==> config.mk <==
export PLATFORM = sky130hd
export DESIGN_NAME = wav_header_parse_deinterleave
export DESIGN_NICKNAME = d
export VERILOG_FILES = /design/src/rtl/wavhp_pkg.sv /design/src/rtl/wav_header_parse_deinterleave.sv
export SDC_FILE = /design/constraint.sdc
export NUM_CORES = 1
export LEC_CHECK = 0
export BUFFER_PORTS_ARGS = -buffer_cell sky130_fd_sc_hd__buf_2
export CORE_MARGIN = 5
export CORE_UTILIZATION = 55
export CTS_BUF_LIST = sky130_fd_sc_hd__clkbuf_8
export CTS_CLUSTER_SIZE = 14
export DETAILED_ROUTE_END_ITERATION = 16
export PLACE_DENSITY_LB_ADDON = 0.15
export SLEW_MARGIN = 20
export SYNTH_ARGS = -nofsm -noshare
export SYNTH_HDL_FRONTEND = slang
export SYNTH_SLANG_ARGS = --single-unit
==> constraint.sdc <==
create_clock -name clk_i -period 10.05 [get_ports clk_i]
set_clock_uncertainty 0.15 [all_clocks]
set_input_delay 0.5025 -clock clk_i [delete_from_list [all_inputs] [get_ports clk_i]]
set_output_delay 0.5025 -clock clk_i [all_outputs]
set_load 0.1 [all_outputs]
==> src/rtl/wavhp_pkg.sv <==
// wavhp_pkg: shared constants and codes for the wave header parser
// no dependencies; used by wav_header_parse_deinterleave, wavhp_checker and testbench
package wavhp_pkg;

  localparam int unsigned MaxSampleBytesDef = 4;

  // header markers, as read little-endian into a 32-bit word
  localparam logic [31:0] TagRiff = 32'h4646_4952;
  localparam logic [31:0] TagWave = 32'h4556_4157;
  localparam logic [31:0] TagFmt  = 32'h2074_6D66;
  localparam logic [31:0] TagData = 32'h6174_6164;
  localparam logic [31:0] FmtLen  = 32'd16;
  localparam logic [32:0] RiffOfs = 33'd36;

  // byte positions of the last byte of each header field
  localparam logic [5:0] PosRiff     = 6'd3;
  localparam logic [5:0] PosRiffLen  = 6'd7;
  localparam logic [5:0] PosWave     = 6'd11;
  localparam logic [5:0] PosFmt      = 6'd15;
  localparam logic [5:0] PosFmtLen   = 6'd19;
  localparam logic [5:0] PosFormat   = 6'd21;
  localparam logic [5:0] PosChannels = 6'd23;
  localparam logic [5:0] PosRate     = 6'd27;
  localparam logic [5:0] PosByteRate = 6'd31;
  localparam logic [5:0] PosBits     = 6'd35;
  localparam logic [5:0] PosData     = 6'd39;
  localparam logic [5:0] PosLast     = 6'd43;

  // result kinds
  localparam logic [1:0] KindSample = 2'd0;
  localparam logic [1:0] KindHeader = 2'd1;
  localparam logic [1:0] KindError  = 2'd2;

  // mode register codes
  localparam logic [1:0] ModeMono   = 2'd0;
  localparam logic [1:0] ModeStereo = 2'd1;
  localparam logic [1:0] ModeLag    = 2'd2;

  // error codes
  localparam logic [3:0] ErrNotRiff    = 4'd0;
  localparam logic [3:0] ErrNotWave    = 4'd1;
  localparam logic [3:0] ErrFmtMarker  = 4'd2;
  localparam logic [3:0] ErrFmtLen     = 4'd3;
  localparam logic [3:0] ErrNotPcm     = 4'd4;
  localparam logic [3:0] ErrChannels   = 4'd5;
  localparam logic [3:0] ErrBitsBytes  = 4'd6;
  localparam logic [3:0] ErrBitsUnsup  = 4'd7;
  localparam logic [3:0] ErrRate       = 4'd8;
  localparam logic [3:0] ErrDataMarker = 4'd9;
  localparam logic [3:0] ErrMode       = 4'd10;
  localparam logic [3:0] ErrTruncated  = 4'd11;

  typedef enum logic [2:0] {
    PhHeader = 3'b001,
    PhData   = 3'b010,
    PhStop   = 3'b100
  } phase_e;

endpackage

==> src/rtl/wav_header_parse_deinterleave.sv <==
// wav_header_parse_deinterleave: canonical PCM wave header check and channel split
// depends on wavhp_pkg
//
// Bytes of a wave file enter one per transfer on the slave stream. The 44-byte
// header is checked field by field as each field's last byte arrives; the first
// failure gives one error result (kind 2) and every later byte is dropped until
// reset. A good header gives one header result (kind 1) with channel count,
// bits, rate, data length and the length warning. Data bytes are then gathered
// a tick at a time (one sample per channel) and sent out as sample results,
// left byte then right byte from the lsb up, or mono bytes only; with mode 2
// the right channel of the first tick is dropped. A partial last tick is lost.
// A finished tick is copied into an emit buffer that sends one result per cycle
// while the consumer is ready and the next tick fills, so the input stalls only
// when a tick completes before the previous one has drained; with a ready
// consumer the sustained rate is one byte per cycle. There is no clearing pass
// after reset.
module wav_header_parse_deinterleave #(
  parameter int unsigned MAX_SAMPLE_BYTES = wavhp_pkg::MaxSampleBytesDef
) (
  input  logic        clk_i,
  input  logic        rst_ni,
  input  logic        mode_we_i,
  input  logic [1:0]  mode_i,
  input  logic        s_axis_tvalid,
  output logic        s_axis_tready,
  input  logic [7:0]  s_axis_tdata,   // file_byte
  input  logic        s_axis_tlast,   // final_req
  output logic        m_axis_tvalid,
  input  logic        m_axis_tready,
  // channel[0], sample_byte[8:1], error_code[12:9], channel_count[14:13],
  // sample_bits[20:15], rate_hz[52:21], data_length[84:53], length_warning[85]
  output logic [87:0] m_axis_tdata,
  output logic [1:0]  m_axis_tuser,   // kind
  output logic        m_axis_tlast    // last
);

  localparam int unsigned Depth = 2 * MAX_SAMPLE_BYTES;
  localparam int unsigned IW    = (Depth > 1) ? $clog2(Depth) : 1;
  localparam int unsigned FW    = $clog2(Depth + 1);

  // control state
  wavhp_pkg::phase_e phase_q, phase_d;
  logic [1:0]  mode_q;
  logic [5:0]  pos_q;
  logic [31:0] acc_q;
  logic [31:0] riff_q, rate_q, brate_q;
  logic [1:0]  chan_q;
  logic [5:0]  bits_q;
  logic [FW-1:0] fill_q;
  logic        ftp_q;

  // tick store, written in interleaved order
  logic [7:0]  store_q [Depth];

  // header/error result slot
  logic        hv_q;
  logic        herr_q;
  logic [3:0]  hcode_q;
  logic [31:0] dlen_q;
  logic        warn_q;

  // emit buffer
  logic [7:0]    ebuf_q [Depth];
  logic [FW-1:0] ecnt_q;
  logic [IW-1:0] eidx_q;
  logic          einter_q;

  logic        in_acc, pop_e, tick_done, load, busy;
  logic [31:0] acc_d;
  logic [15:0] v;
  logic [37:0] prod;
  logic [38:0] rhs, lhs;
  logic        err_hit;
  logic [3:0]  err_code;
  logic [2:0]  bpc;
  logic [3:0]  tick_len;
  logic [IW-1:0] wslot;
  logic        inter;
  logic [7:0]  cur [Depth];
  logic [7:0]  nbuf [Depth];
  logic [FW-1:0] ncnt;

  assign in_acc = s_axis_tvalid && s_axis_tready;
  assign acc_d  = {s_axis_tdata, acc_q[31:8]};
  assign v      = acc_d[31:16];
  assign prod   = 38'(rate_q) * 38'(v[5:0]);
  assign rhs    = (chan_q == 2'd2) ? {prod, 1'b0} : {1'b0, prod};
  assign lhs    = {4'b0, brate_q, 3'b0};

  // header field checks for the byte at pos_q
  always_comb begin
    err_hit  = 1'b0;
    err_code = wavhp_pkg::ErrNotRiff;
    unique case (pos_q)
      wavhp_pkg::PosRiff: begin
        err_hit  = (acc_d != wavhp_pkg::TagRiff);
        err_code = wavhp_pkg::ErrNotRiff;
      end
      wavhp_pkg::PosWave: begin
        err_hit  = (acc_d != wavhp_pkg::TagWave);
        err_code = wavhp_pkg::ErrNotWave;
      end
      wavhp_pkg::PosFmt: begin
        err_hit  = (acc_d != wavhp_pkg::TagFmt);
        err_code = wavhp_pkg::ErrFmtMarker;
      end
      wavhp_pkg::PosFmtLen: begin
        err_hit  = (acc_d != wavhp_pkg::FmtLen);
        err_code = wavhp_pkg::ErrFmtLen;
      end
      wavhp_pkg::PosFormat: begin
        err_hit  = (v != 16'd1);
        err_code = wavhp_pkg::ErrNotPcm;
      end
      wavhp_pkg::PosChannels: begin
        err_hit  = (v != 16'd1) && (v != 16'd2);
        err_code = wavhp_pkg::ErrChannels;
      end
      wavhp_pkg::PosBits: begin
        if (v[2:0] != 3'd0) begin
          err_hit  = 1'b1;
          err_code = wavhp_pkg::ErrBitsBytes;
        end else if ((v != 16'd8 && v != 16'd16 && v != 16'd24 && v != 16'd32) ||
                     (32'(v[15:3]) > MAX_SAMPLE_BYTES)) begin
          err_hit  = 1'b1;
          err_code = wavhp_pkg::ErrBitsUnsup;
        end else if (lhs != rhs) begin
          err_hit  = 1'b1;
          err_code = wavhp_pkg::ErrRate;
        end
      end
      wavhp_pkg::PosData: begin
        err_hit  = (acc_d != wavhp_pkg::TagData);
        err_code = wavhp_pkg::ErrDataMarker;
      end
      wavhp_pkg::PosLast: begin
        err_hit  = !((mode_q == wavhp_pkg::ModeMono && chan_q == 2'd1) ||
                     ((mode_q == wavhp_pkg::ModeStereo || mode_q == wavhp_pkg::ModeLag) &&
                      chan_q == 2'd2));
        err_code = wavhp_pkg::ErrMode;
      end
      default: ;
    endcase
    if (!err_hit && s_axis_tlast && pos_q < wavhp_pkg::PosLast) begin
      err_hit  = 1'b1;
      err_code = wavhp_pkg::ErrTruncated;
    end
  end

  // tick geometry and interleaved write slot
  assign bpc      = bits_q[5:3];
  assign tick_len = (chan_q == 2'd2) ? {bpc, 1'b0} : {1'b0, bpc};
  assign tick_done = (32'(fill_q) + 32'd1 == 32'(tick_len));
  assign wslot = (32'(fill_q) < 32'(bpc)) ? IW'(32'(fill_q) * 2)
                                          : IW'((32'(fill_q) - 32'(bpc)) * 2 + 1);
  assign inter = (chan_q == 2'd2) && !(mode_q == wavhp_pkg::ModeLag && ftp_q);

  always_comb begin
    for (int j = 0; j < Depth; j++) begin
      cur[j] = (IW'(j) == wslot) ? s_axis_tdata : store_q[j];
    end
    for (int k = 0; k < Depth; k++) begin
      if (inter) nbuf[k] = cur[k];
      else if (2 * k < Depth) nbuf[k] = cur[2 * k];
      else nbuf[k] = 8'h00;
    end
    ncnt = inter ? FW'(32'(bpc) * 2) : FW'(bpc);
  end

  // output side
  assign m_axis_tvalid = hv_q || (ecnt_q != '0);
  assign pop_e = m_axis_tready && !hv_q && (ecnt_q != '0);
  assign busy  = (ecnt_q != '0) && !(ecnt_q == FW'(1) && pop_e);
  assign s_axis_tready = !(phase_q == wavhp_pkg::PhData && tick_done && busy);
  assign load = in_acc && phase_q == wavhp_pkg::PhData && tick_done;

  always_comb begin
    m_axis_tdata = '0;
    m_axis_tlast = 1'b1;
    m_axis_tuser = wavhp_pkg::KindSample;
    if (hv_q) begin
      if (herr_q) begin
        m_axis_tuser       = wavhp_pkg::KindError;
        m_axis_tdata[12:9] = hcode_q;
      end else begin
        m_axis_tuser        = wavhp_pkg::KindHeader;
        m_axis_tdata[14:13] = chan_q;
        m_axis_tdata[20:15] = bits_q;
        m_axis_tdata[52:21] = rate_q;
        m_axis_tdata[84:53] = dlen_q;
        m_axis_tdata[85]    = warn_q;
      end
    end else begin
      m_axis_tdata[0]   = einter_q & eidx_q[0];
      m_axis_tdata[8:1] = ebuf_q[eidx_q];
      m_axis_tlast      = (ecnt_q == FW'(1));
    end
  end

  // phase sequencing
  always_comb begin
    phase_d = phase_q;
    if (in_acc) begin
      unique case (phase_q)
        wavhp_pkg::PhHeader: begin
          if (err_hit) phase_d = wavhp_pkg::PhStop;
          else if (pos_q == wavhp_pkg::PosLast)
            phase_d = s_axis_tlast ? wavhp_pkg::PhStop : wavhp_pkg::PhData;
        end
        wavhp_pkg::PhData: if (s_axis_tlast) phase_d = wavhp_pkg::PhStop;
        wavhp_pkg::PhStop: ;
        default: ;
      endcase
    end
  end

  always_ff @(posedge clk_i or negedge rst_ni) begin
    if (!rst_ni) begin
      phase_q <= wavhp_pkg::PhHeader;
      mode_q  <= wavhp_pkg::ModeMono;
      pos_q   <= '0;
      acc_q   <= '0;
      riff_q  <= '0;
      rate_q  <= '0;
      brate_q <= '0;
      chan_q  <= '0;
      bits_q  <= '0;
      fill_q  <= '0;
      ftp_q   <= 1'b1;
      hv_q    <= 1'b0;
      ecnt_q  <= '0;
      eidx_q  <= '0;
    end else begin
      phase_q <= phase_d;
      if (mode_we_i) mode_q <= mode_i;
      if (hv_q && m_axis_tready) hv_q <= 1'b0;
      if (in_acc && phase_q == wavhp_pkg::PhHeader) begin
        acc_q <= acc_d;
        pos_q <= pos_q + 6'd1;
        if (pos_q == wavhp_pkg::PosRiffLen)  riff_q  <= acc_d;
        if (pos_q == wavhp_pkg::PosRate)     rate_q  <= acc_d;
        if (pos_q == wavhp_pkg::PosByteRate) brate_q <= acc_d;
        if (pos_q == wavhp_pkg::PosChannels && !err_hit) chan_q <= v[1:0];
        if (pos_q == wavhp_pkg::PosBits && !err_hit) bits_q <= v[5:0];
        if (err_hit || pos_q == wavhp_pkg::PosLast) hv_q <= 1'b1;
      end
      if (in_acc && phase_q == wavhp_pkg::PhData) begin
        if (tick_done) begin
          fill_q <= '0;
          ftp_q  <= 1'b0;
        end else begin
          fill_q <= fill_q + FW'(1);
        end
      end
      if (load) begin
        ecnt_q <= ncnt;
        eidx_q <= '0;
      end else if (pop_e) begin
        ecnt_q <= ecnt_q - FW'(1);
        eidx_q <= eidx_q + IW'(1);
      end
    end
  end

  // payload registers
  always_ff @(posedge clk_i) begin
    if (in_acc && phase_q == wavhp_pkg::PhHeader) begin
      herr_q  <= err_hit;
      hcode_q <= err_code;
      dlen_q  <= acc_d;
      warn_q  <= ({1'b0, acc_d} + wavhp_pkg::RiffOfs) != {1'b0, riff_q};
    end
    if (in_acc && phase_q == wavhp_pkg::PhData) store_q[wslot] <= s_axis_tdata;
    if (load) begin
      ebuf_q   <= nbuf;
      einter_q <= inter;
    end
  end

  // a tick never lands on an emit buffer that still holds results
  a_no_overrun: assert property (@(posedge clk_i) disable iff (!rst_ni)
    load |-> (ecnt_q == '0 || (ecnt_q == FW'(1) && pop_e)))
    else $error("emit buffer overrun");

  a_ready_only_data: assert property (@(posedge clk_i) disable iff (!rst_ni)
    !s_axis_tready |-> phase_q == wavhp_pkg::PhData)
    else $error("input stalled outside data phase");

  a_hdr_after_header: assert property (@(posedge clk_i) disable iff (!rst_ni)
    hv_q |-> phase_q != wavhp_pkg::PhHeader)
    else $error("header result while still in header");

  a_cnt_bound: assert property (@(posedge clk_i) disable iff (!rst_ni)
    32'(ecnt_q) <= Depth)
    else $error("emit count out of range");

endmodule

==> impl_results.md <==
* Mapped Area at 0.0222 mm2
* Post-synth top area share at 22.6%
* FF-to-FF End: bits_q[4]$_DFFE_PN0P_
* Reg2reg setup slack at 2.50 ns
* Setup TNS at 0 ns
* Leakage at 10.0 nW
* Period minus WS final at 7.55 ns
* H-tree depth at 2
* Top post-synthesis cells by area: edfxtp_1 (23%), dfrtp_1 (17%), fa_1 (11%)
* Sequential area share after synthesis at 39.8%
* Setup violators final at 0
* VDD IR-drop max at 0.152 mV
* Netlist cell types at 86
* Root buf cell: clkbuf_8
* RSZ-0062 raised after global routing: no
* Core Util, Final at 60.8%
* Max Fanout on Critical Path at 24
* Critical Path Stages at 19
* Initial core utilization at 55.6%
* Startpoint Class: flip-flop
* Diode count at 0
* Worst hold stages at 3
* CTS Sinks at 319
* Die Width at 211 um
* Post-synthesis average cell area at 10.3 um2
* Wirelength per Cell at 21.0 um
* Routability cong. at 0.924
* TritonCTS clock tree: yes
* Yosys reg bits at 319
* Critical path class: reg2reg
* Crit path required time at 10.42 ns
* DRT Pass-1 Iters at 7
* Synth warnings at 0
* Largest delay share family, worst path: adder cells
* Final WS setup at 2.50 ns
* Most common cell in the netlist: nand2_1
* Slowest stage delay, CP at 0.94 ns
* CP Buf/Inv Count at 2
* Clk_lat worst skew at 0.66 ns
* Pin count of the biggest net entering global routing at 102
* Antenna violations before repair at 0
* Gr ovfl total at 0
* Deepest clock path buffer count at 3
* Slew margin rel. at 36.0%
* CP Cell Sequence: buf_4 -> nand2_1 -> fa_1 -> fa_1 -> fa_1 -> inv_1 -> ha_1 -> nand2_1 -> o21ai_1 -> o221ai_1 -> and3_1 -> a31o_2 -> a2111oi_2 -> xor2_1 -> or3_1 -> a2111oi_2 -> nand4_1 -> nor2_4 -> mux2_1
* Via count at 16500
* Cells after Synth at 2151
* Worst slew pin tran at 0.960 ns
* Final worst-path cycle share at 75.1%
* R2R depth at 19
* Vias in the first global route at 17100
* Worst hold path class: in2reg
* Arrival time of the worst setup path at 7.92 ns
* Hold Path End: hv_q$_DFF_PN0_
* Layout filler cell count at 3394
* DP Wirelength at 40300 um
* Fmax at 132 MHz
* Post-CTS resize count at 0
* Max-cap check violation count at 0
* DIE AREA at 0.0444 mm2
* Top_reg_cell synth: edfxtp_1
* Async S/R FF share, synth at 47.6%
* Status: finished clean
* Inst Count DP at 2671
* Vias per cell at 5.95
* Ports at 109
* DRC errors left at 0
* Crit path max-delay cell type: dfrtp_1
* Total GRT Usage at 26.5%
* Max-slew violations at 0
* Crit-path most repeated cell: fa_1
* DR iter-0 viols at 1200
* Final Hold Fails at 0
* CP endpoint kind: flip-flop
* Clk pin slew, worst setup/hold paths at 0.06 ns
* TritonCTS Buffers at 55
* Antenna Violating Nets Remaining at 0
* WL final at 58400 um
* Synth area leader: edfxtp_1
* Port bufs at 106
* Final cell count without fillers at 2779
* Post-synth top cells: nand2_1 (295), edfxtp_1 (167), dfrtp_1 (150)
* Final Net Count at 2406
* Min-delay src: m_axis_tready
* Area Growth Syn to Fin at 9.36%
* Pre-CTS WS at 2.61 ns
* Share of layout cells above drive strength 1 at 16.5%
* Die Y at 211 um
* Power Density at 124 mW/mm2
* First-pass GRT wire length at 93900 um
* Worst r2r src: acc_q[28]$_DFFE_PN0P_
* # rows at 73
* Total core area at 0.0398 mm2
* Post-synth EDFFs at 167
* Design Power at 3.01 mW
-- worst max path at each step --
stage | startpoint | endpoint | slack [ns]
6_report | acc_q[28]$_DFFE_PN0P_ | bits_q[4]$_DFFE_PN0P_ | 2.50
2_1_floorplan | acc_q[29]$_DFFE_PN0P_ | hcode_q[2]$_SDFFCE_PP0P_ | 3.50
4_1_cts | acc_q[28]$_DFFE_PN0P_ | bits_q[4]$_DFFE_PN0P_ | 2.60
5_1_grt | acc_q[28]$_DFFE_PN0P_ | bits_q[4]$_DFFE_PN0P_ | 2.27
3_3_place_gp | acc_q[28]$_DFFE_PN0P_ | bits_q[4]$_DFFE_PN0P_ | 2.84
3_5_place_dp | acc_q[28]$_DFFE_PN0P_ | bits_q[4]$_DFFE_PN0P_ | 2.61
-- where the power goes --
part | internal (mW) | switching [mW]
clock | 0.628 | 0.547
combinational | 0.113 | 0.298
sequential | 1.39 | 0.0350
total | 2.13 | 0.880
-- layout by cell type (no fill, tap or decap), drive strengths merged, types with 15 or more instances in the layout --
cell type | synthesis | final
mux4 | 16 | 16
fa | 122 | 122
edfxtp | 167 | 167
inv | 124 | 144
clkbuf | 105 | 68
nor2b | 16 | 16
nor4 | 21 | 21
nor2 | 127 | 127
mux2i | 46 | 46
a21oi | 74 | 74
dfrtp | 150 | 150
or3 | 16 | 16
nor3 | 33 | 33
nand2 | 295 | 295
a222oi | 16 | 16
and3 | 16 | 16
xor2 | 42 | 42
nand4 | 19 | 19
o21ai | 72 | 72
a211oi | 15 | 15
and2 | 133 | 133
buf | 36 | 134
nand2b | 16 | 16
nand3 | 51 | 51
ha | 57 | 57
mux2 | 124 | 124
a21o | 15 | 15
a31oi | 19 | 19
xnor2 | 63 | 63
-- state kept, by name, indices dropped and copies added, names as in the netlist, 6 cells and up --
| register | cells |
|---|---|
| acc_q | 24 |
| dlen_q | 32 |
| ebuf_q | 64 |
| store_q | 64 |
| pos_q | 6 |
| brate_q | 32 |
| bits_q | 6 |
| riff_q | 32 |
| rate_q | 32 |
-- kinds of logic (layout without fill, tap and decap cells) --
logic type | after synthesis | count (layout) | synth area share [%]
DFF | 319 | 319 | 39.8
xor gates and xnor gates | 111 | 111 | 4.77
muxes | 186 | 186 | 10.0
buffers and inverters | 267 | 369 | 4.70
and+or+nand+nor | 783 | 783 | 17.2
other | 1 | 2 | 0.0169
adders and majority gates | 179 | 179 | 14.2
AOI/OAI and AO/OA | 305 | 305 | 9.22
-- through the flow --
step	instance area [um2]	hold slack [ns]
3_5_place_dp	23000	0.329
5_1_grt	24200	0.0281
2_1_floorplan	22200	0.0569
3_3_place_gp	23000	0.323
4_1_cts	24200	0.0269
6_report	24200	0.0659
-- tightest hold or removal path, cell delays in order --
cell and delay [ns]:
buf_2 0.10, nand2b_1 0.12, a22oi_1 0.08
-- layout make-up --
cell class / instances / area, um2 / area share (%)
clock buffers: 67 / 922 / 3.81
repair buffers: 143 / 837 / 3.46
flip-flops and latches: 319 / 8820 / 36.4
clock inverters: 33 / 179 / 0.739
multi-input cells: 1566 / 12300 / 50.9
well taps: 525 / 657 / 2.71
inverters: 126 / 473 / 1.95
-- layer usage --
metal  global-route usage [%]  wire length [um]
met3                     4.54              3900
met5                        0                 0
met2                     45.4             28800
met4                     7.69              1620
met1                     35.0             24100
-- repair_timing --
action,4_1_cts,5_1_grt
hold endpoints to repair,101,0
buffers inserted,0,0
hold buffers,8,0
No activity file was read; power rests on OpenSTA's default activity.
